===== src/hdl/qts_pkg.sv =====
// ----------------------------------------------------------------------------
// qts_pkg
// Types and constants shared by the quoted token splitter files.
// ----------------------------------------------------------------------------
package qts_pkg;

   localparam int unsigned CSR_DATA_W  = 64;
   localparam int unsigned CSR_INDEX_W = 3;
   localparam int unsigned OUT_LEN_W   = 16;

   localparam logic [7:0] CH_BACKSLASH = 8'h5C;
   localparam logic [7:0] CH_SQUOTE    = 8'h27;
   localparam logic [7:0] CH_DQUOTE    = 8'h22;
   localparam logic [7:0] CH_SPACE     = 8'h20;
   localparam logic [7:0] CH_NUL       = 8'h00;

   localparam logic [15:0] MAX_LEN_RESET = 16'd4096;

   typedef enum logic [CSR_INDEX_W-1:0] {
      REG_USE_DELIM_SET = 3'd0,
      REG_DELIM_MAP_0   = 3'd1,
      REG_DELIM_MAP_1   = 3'd2,
      REG_DELIM_MAP_2   = 3'd3,
      REG_DELIM_MAP_3   = 3'd4,
      REG_MAX_TOKEN_LEN = 3'd5
   } reg_index_type;

   typedef enum logic [1:0] {
      MODE_NORMAL     = 2'd0,
      MODE_QUOTED     = 2'd1,
      MODE_NORMAL_ESC = 2'd2,
      MODE_QUOTED_ESC = 2'd3
   } mode_type;

   typedef enum logic [1:0] {
      KIND_BYTE     = 2'd0,
      KIND_END      = 2'd1,
      KIND_OVERFLOW = 2'd2,
      KIND_UNCLOSED = 2'd3
   } kind_type;

   // Register file contents as seen by the parser.
   typedef struct packed {
      logic         use_delim_set;
      logic [255:0] delim_map;       // bit b marks byte value b as a delimiter
      logic [15:0]  max_token_len;
   } csr_type;

endpackage


===== src/hdl/qts_if.sv =====
// ----------------------------------------------------------------------------
// qts_req_if / qts_rsp_if
// Valid/ready channels for input bytes and for result items.
// ----------------------------------------------------------------------------
interface qts_req_if;
   logic       valid;
   logic       ready;
   logic [7:0] in_byte;
   logic       end_of_input;

   modport source (output valid, output in_byte, output end_of_input, input ready);
   modport sink   (input valid, input in_byte, input end_of_input, output ready);
endinterface

interface qts_rsp_if;
   logic        valid;
   logic        ready;
   logic [1:0]  kind;
   logic [7:0]  char_byte;
   logic [15:0] token_length;
   logic        quote_single;

   modport source (output valid, output kind, output char_byte, output token_length,
                   output quote_single, input ready);
   modport sink   (input valid, input kind, input char_byte, input token_length,
                   input quote_single, output ready);
endinterface


===== src/hdl/qts_csr_regs.sv =====
// ----------------------------------------------------------------------------
// qts_csr_regs
// Write-only configuration registers: delimiter mode, delimiter map, length limit.
// ----------------------------------------------------------------------------
module qts_csr_regs (
   input  logic                                 clock,
   input  logic                                 reset,
   input  logic                                 csr_write_enable,
   input  logic [qts_pkg::CSR_INDEX_W-1:0]      csr_index,
   input  logic [qts_pkg::CSR_DATA_W-1:0]       csr_write_data,
   output qts_pkg::csr_type                     csr
);
   import qts_pkg::*;

   csr_type csr_ff, csr_in;

   always_comb begin
      csr_in = csr_ff;
      if (csr_write_enable) begin
         case (reg_index_type'(csr_index))
            REG_USE_DELIM_SET: csr_in.use_delim_set = csr_write_data[0];
            REG_DELIM_MAP_0:   csr_in.delim_map[63:0]    = csr_write_data;
            REG_DELIM_MAP_1:   csr_in.delim_map[127:64]  = csr_write_data;
            REG_DELIM_MAP_2:   csr_in.delim_map[191:128] = csr_write_data;
            REG_DELIM_MAP_3:   csr_in.delim_map[255:192] = csr_write_data;
            REG_MAX_TOKEN_LEN: csr_in.max_token_len = csr_write_data[15:0];
            default: ;
         endcase
      end
   end

   always_ff @(posedge clock) begin
      if (reset) begin
         csr_ff.use_delim_set <= 1'b0;
         csr_ff.delim_map     <= '0;
         csr_ff.max_token_len <= MAX_LEN_RESET;
      end else begin
         csr_ff <= csr_in;
      end
   end

   assign csr = csr_ff;

endmodule


===== src/hdl/qts_parse.sv =====
// ----------------------------------------------------------------------------
// qts_parse
// Per-byte tokenizer state machine and the result register.
// ----------------------------------------------------------------------------
module qts_parse #(
   parameter int unsigned LEN_BITS = 16
) (
   input  logic             clock,
   input  logic             reset,
   input  logic             fire,
   input  logic [7:0]       in_byte,
   input  logic             end_of_input,
   input  qts_pkg::csr_type csr,
   qts_rsp_if.source        rsp
);
   import qts_pkg::*;

   localparam int unsigned CW = (LEN_BITS > OUT_LEN_W) ? LEN_BITS : OUT_LEN_W;

   mode_type            mode_ff, mode_in;
   logic                oq_single_ff, oq_single_in;
   logic [LEN_BITS-1:0] count_ff, count_in;

   logic                rsp_valid_ff, rsp_valid_in;
   kind_type            kind_ff, kind_in;
   logic [7:0]          char_ff, char_in;
   logic [15:0]         len_ff, len_in;
   logic                qs_ff, qs_in;

   logic                emit;
   logic                keep;
   logic                quoted;
   logic                is_delim;
   logic [LEN_BITS-1:0] next_count;
   logic [CW-1:0]       count_ext;
   logic [CW-1:0]       next_ext;
   logic [CW-1:0]       max_ext;
   logic                overflow;

   always_comb begin
      if (csr.use_delim_set) begin
         is_delim = (in_byte == CH_NUL) || csr.delim_map[in_byte];
      end else begin
         is_delim = (in_byte == CH_SPACE) || (in_byte inside {[8'd9:8'd13]});
      end
   end

   // counter saturates rather than wrapping to zero
   assign next_count = (&count_ff) ? count_ff : count_ff + 1'b1;
   assign count_ext  = CW'(count_ff);
   assign next_ext   = CW'(next_count);
   assign max_ext    = CW'(csr.max_token_len);
   assign overflow   = (next_ext >= max_ext) || (&next_count);
   assign quoted     = (mode_ff == MODE_QUOTED) || (mode_ff == MODE_QUOTED_ESC);

   always_comb begin
      mode_in      = mode_ff;
      oq_single_in = oq_single_ff;
      count_in     = count_ff;
      emit         = 1'b0;
      keep         = 1'b0;
      kind_in      = KIND_BYTE;
      char_in      = 8'd0;
      len_in       = count_ext[15:0];
      qs_in        = 1'b0;

      if (fire) begin
         if (end_of_input) begin
            emit         = 1'b1;
            kind_in      = quoted ? KIND_UNCLOSED : KIND_END;
            qs_in        = quoted & oq_single_ff;
            mode_in      = MODE_NORMAL;
            oq_single_in = 1'b0;
            count_in     = '0;
         end else begin
            case (mode_ff)
               MODE_NORMAL_ESC: begin
                  mode_in = MODE_NORMAL;
                  keep    = 1'b1;
               end
               MODE_QUOTED_ESC: begin
                  mode_in = MODE_QUOTED;
                  keep    = 1'b1;
               end
               MODE_QUOTED: begin
                  if (in_byte == CH_BACKSLASH) begin
                     mode_in = MODE_QUOTED_ESC;
                  end else if (in_byte == (oq_single_ff ? CH_SQUOTE : CH_DQUOTE)) begin
                     mode_in = MODE_NORMAL;
                  end else begin
                     keep = 1'b1;
                  end
               end
               default: begin
                  if (is_delim) begin
                     emit     = 1'b1;
                     kind_in  = KIND_END;
                     count_in = '0;
                  end else if (in_byte == CH_BACKSLASH) begin
                     mode_in = MODE_NORMAL_ESC;
                  end else if (in_byte == CH_SQUOTE || in_byte == CH_DQUOTE) begin
                     mode_in      = MODE_QUOTED;
                     oq_single_in = (in_byte == CH_SQUOTE);
                  end else begin
                     keep = 1'b1;
                  end
               end
            endcase

            if (keep) begin
               emit    = 1'b1;
               char_in = in_byte;
               len_in  = next_ext[15:0];
               if (overflow) begin
                  kind_in      = KIND_OVERFLOW;
                  mode_in      = MODE_NORMAL;
                  oq_single_in = 1'b0;
                  count_in     = '0;
               end else begin
                  kind_in  = KIND_BYTE;
                  count_in = next_count;
               end
            end
         end
      end

      // fire is only raised when the result register is free
      if (emit) begin
         rsp_valid_in = 1'b1;
      end else if (rsp.ready) begin
         rsp_valid_in = 1'b0;
      end else begin
         rsp_valid_in = rsp_valid_ff;
      end
   end

   always_ff @(posedge clock) begin
      if (reset) begin
         mode_ff      <= MODE_NORMAL;
         oq_single_ff <= 1'b0;
         count_ff     <= '0;
         rsp_valid_ff <= 1'b0;
      end else begin
         mode_ff      <= mode_in;
         oq_single_ff <= oq_single_in;
         count_ff     <= count_in;
         rsp_valid_ff <= rsp_valid_in;
      end
   end

   always_ff @(posedge clock) begin
      if (emit) begin
         kind_ff <= kind_in;
         char_ff <= char_in;
         len_ff  <= len_in;
         qs_ff   <= qs_in;
      end
   end

   assign rsp.valid        = rsp_valid_ff;
   assign rsp.kind         = kind_ff;
   assign rsp.char_byte    = char_ff;
   assign rsp.token_length = len_ff;
   assign rsp.quote_single = qs_ff;

endmodule


===== src/hdl/quoted_token_splitter_core.sv =====
// ----------------------------------------------------------------------------
// quoted_token_splitter_core
// Splits a byte stream into tokens with quoting and backslash escapes.
// ----------------------------------------------------------------------------
// Result: the accepted byte waits in the input register, then parse logic
//   writes the result register once that register is free.
// Throughput: 1 request per cycle while the result register is not stalled;
//   the per-byte parser state update is the loop that sets this rate.
// Reset: synchronous; parser returns to normal mode with an empty token,
//   registers return to whitespace delimiters and a 4096-byte limit.
module quoted_token_splitter_core #(
   parameter int unsigned LEN_BITS = 16
) (
   input  logic                              clock,
   input  logic                              reset,
   qts_req_if.sink                           req_ch,
   qts_rsp_if.source                         rsp_ch,
   input  logic                              csr_write_enable,
   input  logic [qts_pkg::CSR_INDEX_W-1:0]   csr_index,
   input  logic [qts_pkg::CSR_DATA_W-1:0]    csr_write_data
);
   import qts_pkg::*;

   csr_type    csr;
   logic       in_valid_ff, in_valid_in;
   logic [7:0] in_byte_ff;
   logic       in_eoi_ff;
   logic       out_free;
   logic       fire;
   logic       req_take;

   assign out_free     = !rsp_ch.valid || rsp_ch.ready;
   assign fire         = in_valid_ff && out_free;
   assign req_ch.ready = !in_valid_ff || out_free;
   assign req_take     = req_ch.valid && req_ch.ready;

   always_comb begin
      if (req_take) begin
         in_valid_in = 1'b1;
      end else if (fire) begin
         in_valid_in = 1'b0;
      end else begin
         in_valid_in = in_valid_ff;
      end
   end

   always_ff @(posedge clock) begin
      if (reset) begin
         in_valid_ff <= 1'b0;
      end else begin
         in_valid_ff <= in_valid_in;
      end
   end

   always_ff @(posedge clock) begin
      if (req_take) begin
         in_byte_ff <= req_ch.in_byte;
         in_eoi_ff  <= req_ch.end_of_input;
      end
   end

   qts_csr_regs u_csr (
      .clock            (clock),
      .reset            (reset),
      .csr_write_enable (csr_write_enable),
      .csr_index        (csr_index),
      .csr_write_data   (csr_write_data),
      .csr              (csr)
   );

   qts_parse #(
      .LEN_BITS (LEN_BITS)
   ) u_parse (
      .clock        (clock),
      .reset        (reset),
      .fire         (fire),
      .in_byte      (in_byte_ff),
      .end_of_input (in_eoi_ff),
      .csr          (csr),
      .rsp          (rsp_ch)
   );

endmodule

===== src/flat_wrapper.sv =====
// flat-port wrapper written by rule: the top's interface ports become plain ports
module quoted_token_splitter_core_flat import qts_pkg::*;
#(
   parameter int unsigned LEN_BITS = 16
)
  (clock, reset, csr_write_enable, csr_index, csr_write_data, req_ch_valid, req_ch_in_byte, req_ch_end_of_input, req_ch_ready, rsp_ch_valid, rsp_ch_kind, rsp_ch_char_byte, rsp_ch_token_length, rsp_ch_quote_single, rsp_ch_ready);
  qts_req_if req_ch_i ();
  qts_rsp_if rsp_ch_i ();
  input  logic clock;
  input  logic reset;
  input  logic csr_write_enable;
  input  logic [qts_pkg::CSR_INDEX_W-1:0] csr_index;
  input  logic [qts_pkg::CSR_DATA_W-1:0] csr_write_data;
  input wire logic [$bits(req_ch_i.valid)-1:0] req_ch_valid;
  input wire logic [$bits(req_ch_i.in_byte)-1:0] req_ch_in_byte;
  input wire logic [$bits(req_ch_i.end_of_input)-1:0] req_ch_end_of_input;
  output wire logic [$bits(req_ch_i.ready)-1:0] req_ch_ready;
  output wire logic [$bits(rsp_ch_i.valid)-1:0] rsp_ch_valid;
  output wire logic [$bits(rsp_ch_i.kind)-1:0] rsp_ch_kind;
  output wire logic [$bits(rsp_ch_i.char_byte)-1:0] rsp_ch_char_byte;
  output wire logic [$bits(rsp_ch_i.token_length)-1:0] rsp_ch_token_length;
  output wire logic [$bits(rsp_ch_i.quote_single)-1:0] rsp_ch_quote_single;
  input wire logic [$bits(rsp_ch_i.ready)-1:0] rsp_ch_ready;
  assign req_ch_i.valid = req_ch_valid;
  assign req_ch_i.in_byte = req_ch_in_byte;
  assign req_ch_i.end_of_input = req_ch_end_of_input;
  assign req_ch_ready = req_ch_i.ready;
  assign rsp_ch_valid = rsp_ch_i.valid;
  assign rsp_ch_kind = rsp_ch_i.kind;
  assign rsp_ch_char_byte = rsp_ch_i.char_byte;
  assign rsp_ch_token_length = rsp_ch_i.token_length;
  assign rsp_ch_quote_single = rsp_ch_i.quote_single;
  assign rsp_ch_i.ready = rsp_ch_ready;
  quoted_token_splitter_core #(.LEN_BITS(LEN_BITS)) u_core (.clock(clock), .reset(reset), .req_ch(req_ch_i), .rsp_ch(rsp_ch_i), .csr_write_enable(csr_write_enable), .csr_index(csr_index), .csr_write_data(csr_write_data));
endmodule

===== config.mk =====
export PLATFORM = sky130hd
export DESIGN_NAME = quoted_token_splitter_core_flat
export DESIGN_NICKNAME = d
export VERILOG_FILES = /design/src/hdl/qts_pkg.sv /design/src/hdl/qts_if.sv /design/src/hdl/qts_csr_regs.sv /design/src/hdl/qts_parse.sv /design/src/hdl/quoted_token_splitter_core.sv /design/src/flat_wrapper.sv
export SDC_FILE = /design/constraint.sdc
export NUM_CORES = 1
export LEC_CHECK = 0
export BUFFER_PORTS_ARGS = -buffer_cell sky130_fd_sc_hd__buf_2
export CORE_UTILIZATION = 26
export CTS_CLUSTER_SIZE = 25
export DETAILED_ROUTE_END_ITERATION = 8
export HOLD_SLACK_MARGIN = 0.06
export SLEW_MARGIN = 20
export SYNTH_ARGS = -nofsm -noshare
export SYNTH_HDL_FRONTEND = slang
export SYNTH_SLANG_ARGS = --single-unit

===== constraint.sdc =====
create_clock -name clock -period 7.5 [get_ports clock]
set_clock_uncertainty 0.05 [all_clocks]
set_input_delay 0.375 -clock clock [delete_from_list [all_inputs] [get_ports clock]]
set_output_delay 0.375 -clock clock [all_outputs]
set_load 0.005 [all_outputs]

Yosys cells after proc, flatten, opt, wreduce, memory -nomap -nowiden. Cells that the tools add are included.

Bits in registers: 330. Output and inout port bits: 29. Logic and storage cells: 121. Input port bits: 81.

Mux-type cells: 52. Reduce and logical (&&, ||, !) cells: 30. Equality and inequality tests: 14. Bitwise gates (word level): 3. $add $sub $neg: 1. Order comparisons: 4.

Operators with widths (count): two-way mux 16 bit (9); AND reduction 16 bit (2); two-way mux 1 bit (27); equality test 8 x 6 -> 1 bit (second input constant) (3); two-way mux 2 bit (12); adder 16 x 1 -> 16 bit (second input constant) (1); >= comparator 16 bit (1); AND reduction 2 bit (7); < comparator 8 x 9 -> 1 bit (second input constant) (1); binary-select mux 1 bit (select 8 bit) (1); equality test 8 x 6 -> 1 bit (1); equality test 8 x 7 -> 1 bit (second input constant) (1); >= comparator 8 x 4 -> 1 bit (second input constant) (1); <= comparator 8 x 4 -> 1 bit (second input constant) (1); logical NOT 8 bit (1); logical OR 1 bit (7); equality test 3 x 2 -> 1 bit (second input constant) (2); equality test 3 bit (second input constant) (2); one-hot mux 2 bit (3 select lines) (1); OR reduction 3 bit (2); equality test 2 bit (second input constant) (2); nonzero test 2 bit (2); equality test 3 x 1 -> 1 bit (second input constant) (1); logical AND 1 bit (3); 11 further kinds (13).

Logic depth before layout (Yosys ltp). Gate-level depths: netlist (run 1).

Depth in word-level cells: 12. Gate-level depth with buffers: 17. Depth with buffers taken out: 15.

Cells and area by module. From an unflattened synthesis (run 1), not the netlist that was laid out.

Cells, all modules: 1517. Area total of the unflattened synthesis: 16415.7 um2.

Modules (own cells, without submodules): qts_csr_regs (cells an instance 959, area each 10825.4 um2, instances 1, seq. area each 5465.2 um2); qts_parse (cells an instance 542, area each 5247.5 um2, instances 1, seq. area each 1211.2 um2); quoted_token_splitter_core (cells an instance 16, area each 342.8 um2, instances 1, seq. area each 290.3 um2).

Worst setup path before layout (run 1). No wires, ideal clock.

Path kind: flip-flop to flip-flop. Start point: register u_core.u_parse.count_ff[3] (netlist: u_core.u_parse.count_ext[3]). End point: register u_core.u_parse.count_ff[0] (netlist: u_core.u_parse.count_ext[0]). Buffers on the path: 2. Clock period less this slack: 3.642 ns. Library setup time: 0.087 ns. Required time: 7.363 ns. Data arrival time: 3.505 ns. Setup slack: 3.858 ns. Stages on the path, launching flop included: 18. Cells stage by stage: dfxtp_1 -> clkbuf_1 -> nand4_1 -> nor3_1 -> nand2_1 -> nor2_1 -> xnor2_1 -> nand2_1 -> ha_1 -> a21o_1 -> a21o_1 -> a21oi_1 -> o21ai_0 -> a311oi_1 -> nor2b_1 -> clkbuf_1 -> o211ai_1 -> o31ai_1.

Longest elaborated chain between the ends: 7. Elaborated cells between the ends (all ways): 9. Classes of those cells: add/sub (1); order compare (1); mux (4); reduce/logical (3).

RTL lines: from (decl) (line qts_parse.sv:22) `logic [LEN_BITS-1:0] count_ff, count_in;`; from (signal assigned) (line qts_parse.sv:146) `count_ff <= count_in;`; adder 16 x 1 -> 16 bit / AND reduction 16 bit (equally long branches) (line qts_parse.sv:49) `assign next_count = (&count_ff) ? count_ff : count_ff + 1'b1;`; two-way mux 16 bit * (line qts_parse.sv:49); >= comparator 16 bit / AND reduction 16 bit (equally long branches) (line qts_parse.sv:53) `assign overflow = (next_ext >= max_ext) || (&next_count);`; logical OR 1 bit (line qts_parse.sv:53); two-way mux 16 bit * (line qts_parse.sv:114) `if (overflow) begin`; two-way mux 16 bit * (line qts_parse.sv:110) `if (keep) begin`; two-way mux 16 bit * (line qts_parse.sv:68) `if (end_of_input) begin`.

Every way passes the cells marked *; elsewhere a longest branch is shown, timed or not. A chain may end at the register's enable or synchronous reset.

Worst setup path after layout (run 1).
Start point: register u_core.u_parse.count_ff[1] (netlist: u_core.u_parse.count_ext[1]). End point: register u_core.u_parse.count_ff[9] (netlist: u_core.u_parse.count_ext[9]).

Same word-level chain as after synthesis.

==> out/qor.txt, run 1 <==
Clock Sinks: 330
GRT Total Usage: 14.8%
share of layout cells above drive strength 1: 14.1%
Cell Area, Synth: 14,900 sq um
max-slew violations: 0
TritonCTS clock tree: yes
Post-synth EDFFs: 36
GRT Residual Overflow: 0
die area: 58,400 sq um
PwrDens: 225 nW/um^2
setup TNS: 0 ns
CP arrival: 5.33 ns
total CTS buffers: 37
Final Cycle Share: 66.1%
max cap viols: 0
WP data required: 7.87 ns
fmax: 202 MHz
Peak VDD IR: 0.121 mV
Syn Nets: 1,863
synth warn: 0
wl on met1: 20,500 um
placed cell area: 16,000 sq um
WHS: 0.0781 ns
Final WS setup: 2.54 ns
crit-path max FO: 18
Worst Hold Class: in2reg
top post-synthesis cells by count: nand2_1 (589), dfxtp_1 (294), a21oi_1 (285)
count leader, synth: nand2_1
residual DRC count: 0
Synth cell types: 68
metal3 WL: 3110 um
Inst Count DP: 2,516
initial antenna violation count: 6
DRT Wirelength: 44,500 um
Post-DP HPWL: 29,200 um
Syn Area/Cell: 8.46 sq um
Non-Filler Cell Area, Final: 17,700 sq um
DR top layer: met5
Die Ht: 242 um
CTS clk-pin slew, worst paths: 0.06 ns
Seq cells post-synth: 330
Fin. Hold Viols: 0
met2 WL: 19,800 um
I/O Buffers: 109
setup bufs post-CTS: 0
Finish-stage setup viols: 0
CTS H-tree lvls: 2
CTS Buffer Depth: 3
Synth async-reset ratio: 0%
average wire per cell in the routed design: 16.9 um
Synth Instances: 1,765
I/O pin cnt: 110
Clock Latency Late Sink: 0.54 ns
Synth area leader: dfxtp_1
Seq/Total Area, Yosys: 46.7%
ANT nets after route: 0
worst slack, placed: 2.57 ns
max_slew headroom: 28.6%
Power Total: 4.00 mW
Die W: 242 um
GPL Wtd Cong: 0.911
Startpoint Class: flop
via count of the first global-routing pass: 12,300
initial cell density of the core: 26.4%
final net count: 1,940
via count: 12,800
Area Overhead vs Synth: 18.7%
Tmin final: 4.96 ns
clock root buffer: clkbuf_16
pin count of the biggest net entering global routing: 105
Core Util, Final: 31.3%
Least-Margin Pin Slew: 1.07 ns
RSZ-0062 raised after global routing: false
first-pass GRT wire length: 70,200 um
WS Path Type: reg2reg
DR vias/cell: 4.87
FP Rows: 87
Critical Path Sink Type: flop
Synth top area share: 39.4%
Synth Flop Type: dfxtp_1
Pre-Repair DR Iteration Count: 6
top area cells in the synthesized netlist: dfxtp_1 (39%), nand2_1 (15%), a21oi_1 (9.6%), edfxtp_1 (7.2%), mux4_2 (6.9%)
Post-Layout Cell Count: 2,631
drt first-iter violations: 1,128
core area: 56,600 sq um
P_leak: 6.08 nW
outcome: complete, no violations
[state kept, by name, summed over array words and instances, names as in the netlist, 2 cells and up]
register / flops
u_core.u_parse.mode_ff: 2
u_core.u_csr.csr: 273
u_core.u_parse.rsp.char_byte: 8
u_core.u_parse.count_ext: 16
u_core.u_parse.rsp.token_length: 16
u_core.u_parse.rsp.kind: 2
u_core.in_byte_ff: 8
[repair_timing]
action	in CTS	in global routing
hold endpoints to repair	95	0
hold buffers	43	0
endpoints found under the setup margin	0	0
gates resized for setup	0	0
[routing by layer]
metal | global-route usage (%) | vias up
met5 | 0 | -
met4 | 4.18 | 6
met3 | 3.09 | 77
met2 | 23.1 | 418
met1 | 20.6 | 6109
li1 | - | 6211
[path summary, 6_finish.rpt]
check | to | slack (ns) | depth (start not counted) | start
worst min register to register | u_core.u_csr.csr[254] | 0.40 | 2 | u_core.u_csr.csr[254]
worst min-delay path | u_core.u_csr.csr[138] | 0.08 | 3 | csr_write_data[58]
worst max-delay path | u_core.u_parse.count_ext[9] | 2.54 | 14 | u_core.u_parse.count_ext[1]
worst max register to register | u_core.u_parse.count_ext[9] | 2.54 | 14 | u_core.u_parse.count_ext[1]
[critical path: stages (launching register included)]
cell and delay (ns):
dfxtp_1 0.44, ha_1 0.30, and3_1 0.18, nand4_1 0.64
nand2_1 0.43, nor2_1 0.11, xnor2_1 0.19, inv_1 0.07
ha_1 0.30, nor4_1 0.31, a211oi_1 0.09, a311oi_1 0.41
nor2b_1 0.84, nand2_1 0.29, o32ai_1 0.18
[cells in the final DEF, fill, tap and decap left out, types with 5 or more instances in the layout]
cell type,instances
buf_2,108
dlygate4sd3_1,43
nand3_1,24
and3_1,7
inv_1,30
clkbuf_16,39
o21ai_0,23
mux4_2,46
clkbuf_1,8
nor2_1,30
mux2i_1,32
nand2_1,588
o32ai_1,6
nor2b_1,12
clkbuf_8,10
a21o_1,5
nand4_1,12
o31ai_1,6
mux2_2,17
a22oi_1,11
and2_1,18
edfxtp_1,36
diode_2,7
buf_4,16
ha_1,17
a31oi_1,12
a21oi_1,285
nor3_1,7
dfxtp_1,294
nand2b_1,12
xnor2_1,16
[cell families after synthesis]
family / count (synthesis) / synth area share [%]
DFF: 330 / 46.7
buffers and inverters: 163 / 4.55
muxes: 95 / 10.4
and+or+nand+nor: 743 / 20.7
AOI/OAI and AO/OA: 398 / 15.2
adders and majority gates: 17 / 1.42
xor gates and xnor gates: 19 / 1.11
[power breakdown]
| group | leakage (nW) | internal [mW] | switching, mW |
|---|---|---|---|
| Combinational | 2.75 | 0.109 | 0.189 |
| Clock | 0.608 | 1.11 | 0.734 |
| Sequential | 2.72 | 1.83 | 0.0251 |
[area by class of cell]
cell class,count,area (sq um)
diodes,7,17.5
clock buffers,56,1130
clock inverters,9,109
fillers,5991,38900
inverters,32,120
multi-input cells,1272,7310
flip-flops and latches,330,6970
well taps,756,946
repair buffers,169,1120
(Power assumes the default switching activity.)
==> run 2: changes to the inputs <==
==> constraint.sdc (replaced) <==
create_clock -name clock -period 4.89 [get_ports clock]
set_clock_uncertainty 0.05 [all_clocks]
set_input_delay 0.2445 -clock clock [delete_from_list [all_inputs] [get_ports clock]]
set_output_delay 0.2445 -clock clock [all_outputs]
set_load 0.005 [all_outputs]
==> run 2 against run 1 <==
  * Clock power increased by 51%
  * First-iteration DRC count increased by 5.1%
  * Hold slack improved by 0.026 ns
  * Die area unchanged
  * Sequential power increased by 54%
==> out/qor.txt, run 2 (same netlist as run 1, synthesis figures left out) <==
metal3 WL: 2950 um (was 3110 um)
core area: 56,600 sq um (unchanged)
Critical Path Sink Type: flop (unchanged)
outcome: complete, no violations (unchanged)
reg2reg path depth: 16 (was 14)
Clock Sinks: 330 (unchanged)
Least-Margin Pin Slew: 0.866 ns (was 1.07 ns)
Finish-stage setup viols: 0 (unchanged)
first-pass GRT wire length: 69,700 um (was 70,200 um)
Pre-Repair DR Iteration Count: 5 (was 6)
post_cts resized: 0 (unchanged)
PwrDens: 337 nW/um^2 (was 225 nW/um^2)
clock share of power: 45.4% (was 46.2%)
most frequent cells in the layout: nand2_1 (588), dfxtp_1 (294), a21oi_1 (285) (unchanged)
Final Cycle Share: 86.2% (was 66.1%)
TritonCTS clock tree: yes (unchanged)
Int Pwr: 4.64 mW (was 3.05 mW)
Sw Pwr: 1.47 mW (was 0.948 mW)
P_leak: 6.26 nW (was 6.08 nW)
wl on met1: 20,600 um (was 20,500 um)
via count: 13,000 (was 12,800)
Worst setup startpoint: u_core.u_parse.count_ext[3] (was u_core.u_parse.count_ext[1])
Die Ht: 242 um (unchanged)
filler cell count in the final layout: 5,916 (was 5,991)
I/O Buffers: 109 (unchanged)
Comb power frac: 7.9% (was 7.5%)
max cap viols: 0 (unchanged)
Area Overhead vs Synth: 21.4% (was 18.7%)
clock root buffer: clkbuf_16 (unchanged)
final net count: 1,982 (was 1,940)
Tmin final: 4.22 ns (was 4.96 ns)
share of layout cells above drive strength 1: 14.0% (was 14.1%)
Fin. Hold Viols: 0 (unchanged)
Peak VDD IR: 0.215 mV (was 0.121 mV)
switch share: 24.1% (was 23.7%)
die area: 58,400 sq um (unchanged)
CP arrival: 4.60 ns (was 5.33 ns)
WS Path Type: reg2reg (unchanged)
DR top layer: met5 (unchanged)
GRT Residual Overflow: 0 (unchanged)
Worst Hold Class: in2reg (unchanged)
fmax: 237 MHz (was 202 MHz)
critical path endpoint: u_core.u_parse.count_ext[5] (was u_core.u_parse.count_ext[9])
I/O pin cnt: 110 (unchanged)
FP Rows: 87 (unchanged)
average wire per cell in the routed design: 16.7 um (was 16.9 um)
total CTS buffers: 37 (unchanged)
Largest register FFs: 273 (unchanged)
Die W: 242 um (unchanged)
GPL Wtd Cong: 0.904 (was 0.911)
GRT Total Usage: 14.8% (about the same)
DR vias/cell: 4.87 (about the same)
r2r endpoint: u_core.u_parse.count_ext[5] (was u_core.u_parse.count_ext[9])
worst slack, placed: 0.735 ns (was 2.57 ns)
RSZ-0062 raised after global routing: false (unchanged)
Sequential Power Share: 46.6% (was 46.4%)
Post-DP HPWL: 29,900 um (was 29,200 um)
pin count of the biggest net entering global routing: 182 (was 105)
CTS clk-pin slew, worst paths: 0.06 ns (about the same)
Startpoint Class: flop (unchanged)
crit-path max FO: 12 (was 18)
setup TNS: 0 ns (unchanged)
Final WS setup: 0.674 ns (was 2.54 ns)
WP data required: 5.28 ns (was 7.87 ns)
DRT Wirelength: 44,700 um (was 44,500 um)
via count of the first global-routing pass: 12,200 (was 12,300)
Clock Latency Late Sink: 0.54 ns (about the same)
flop-to-flop setup slack: 0.67 ns (was 2.54 ns)
initial antenna violation count: 5 (was 6)
CTS H-tree lvls: 2 (unchanged)
residual DRC count: 0 (unchanged)
ANT nets after route: 0 (unchanged)
initial cell density of the core: 26.4% (unchanged)
max_slew headroom: 42.3% (was 28.6%)
drt first-iter violations: 1,186 (was 1,128)
CTS Buffer Depth: 3 (unchanged)
max-slew violations: 0 (unchanged)
FF-to-FF Start: u_core.u_parse.count_ext[3] (was u_core.u_parse.count_ext[1])
most common cell after layout, fill and taps aside: nand2_1 (unchanged)
met2 WL: 20,200 um (was 19,800 um)
## run 2: cell types whose count changed in the layout (fill, tap and decap cells not counted), moves of 2 or more
| cell | previous run | this run |
|---|---|---|
| diode_2 | 7 | 4 |
| buf_12 | 1 | 4 |
| buf_4 | 16 | 21 |
| inv_6 | 2 | 0 |
| clkbuf_1 | 8 | 15 |
| dlygate4sd3_1 | 43 | 77 |
| clkbuf_8 | 10 | 7 |
## run 2: layout make-up
class / count / area, sq um / share of cell area (%)
multi-input combinational: 1272 / 7310 / 40.3
antenna: 4 / 10.0 / 0.0552
timing repair buffer: 211 / 1560 / 8.62
clock buffer: 59 / 1090 / 6.01
tap: 756 / 946 / 5.22
clock inverter: 9 / 124 / 0.683
sequential: 330 / 6970 / 38.4
inverter: 32 / 120 / 0.663
## run 2: through the flow
stage | instance area (sq um) | util, % | hold WS [ns] | power (mW) | instances
after global routing | 18100 | 32.0 | 0.109 | 6.33 | 2670
final | 18100 | 32.0 | 0.104 | 6.11 | 2673
after CTS | 18100 | 32.0 | 0.0628 | 6.17 | 2669
after detailed placement | 16100 | 28.5 | 0.373 | 3.34 | 2524
after global placement | 16100 | 28.5 | 0.375 | 3.33 | 2524
after floorplan | 14900 | - | 0.293 | 3.15 | 1765
## run 2: per-layer routing
metal / vias to the layer above / track usage (%)
met3: 71 / 2.94
met4: 6 / 4.23
met5: - / 0
met1: 6200 / 20.3
met2: 433 / 23.5
li1: 6308 / -
## run 2: worst max-delay path: stages (launching register included)
cell and delay (ns):
dfxtp_1 0.51, nand4_1 0.24, nor3_1 0.56, nand2_1 0.16, nor2_1 0.15, xnor2_1 0.15
nand2_1 0.11, ha_1 0.34, a21o_1 0.19, a21o_1 0.16, a21oi_1 0.13, o21ai_0 0.12
a311oi_1 0.48, nor2b_1 0.19, buf_4 0.22, nand2_1 0.17, o32ai_1 0.17
## run 2: worst min-delay path by stage
stage | start | to | slack [ns] | depth (start not counted)
final | rsp_ch_ready | u_core.u_parse.rsp.valid | 0.10 | 3
after global routing | rsp_ch_ready | u_core.u_parse.rsp.valid | 0.11 | 3
after CTS | rsp_ch_ready | u_core.u_parse.rsp.valid | 0.06 | 3
after floorplan | req_ch_in_byte[0] | u_core.in_byte_ff[0] | 0.29 | 0
after global placement | req_ch_in_byte[4] | u_core.in_byte_ff[4] | 0.38 | 1
after detailed placement | req_ch_in_byte[5] | u_core.in_byte_ff[5] | 0.37 | 1
## run 2: power by group through the flow
| stage | sequential (mW) | clock [mW] | combinational [mW] |
|---|---|---|---|
| after floorplan | 2.88 | 0 | 0.268 |
| after global placement | 2.90 | 0 | 0.426 |
| after detailed placement | 2.91 | 0 | 0.433 |
| after CTS | 2.85 | 2.84 | 0.487 |
| after global routing | 2.85 | 2.95 | 0.527 |
| final | 2.85 | 2.78 | 0.486 |
## run 2: repair_timing
item	CTS	global route
setup buffers	0	0
hold buffers	77	0
endpoints found under the hold margin	283	0
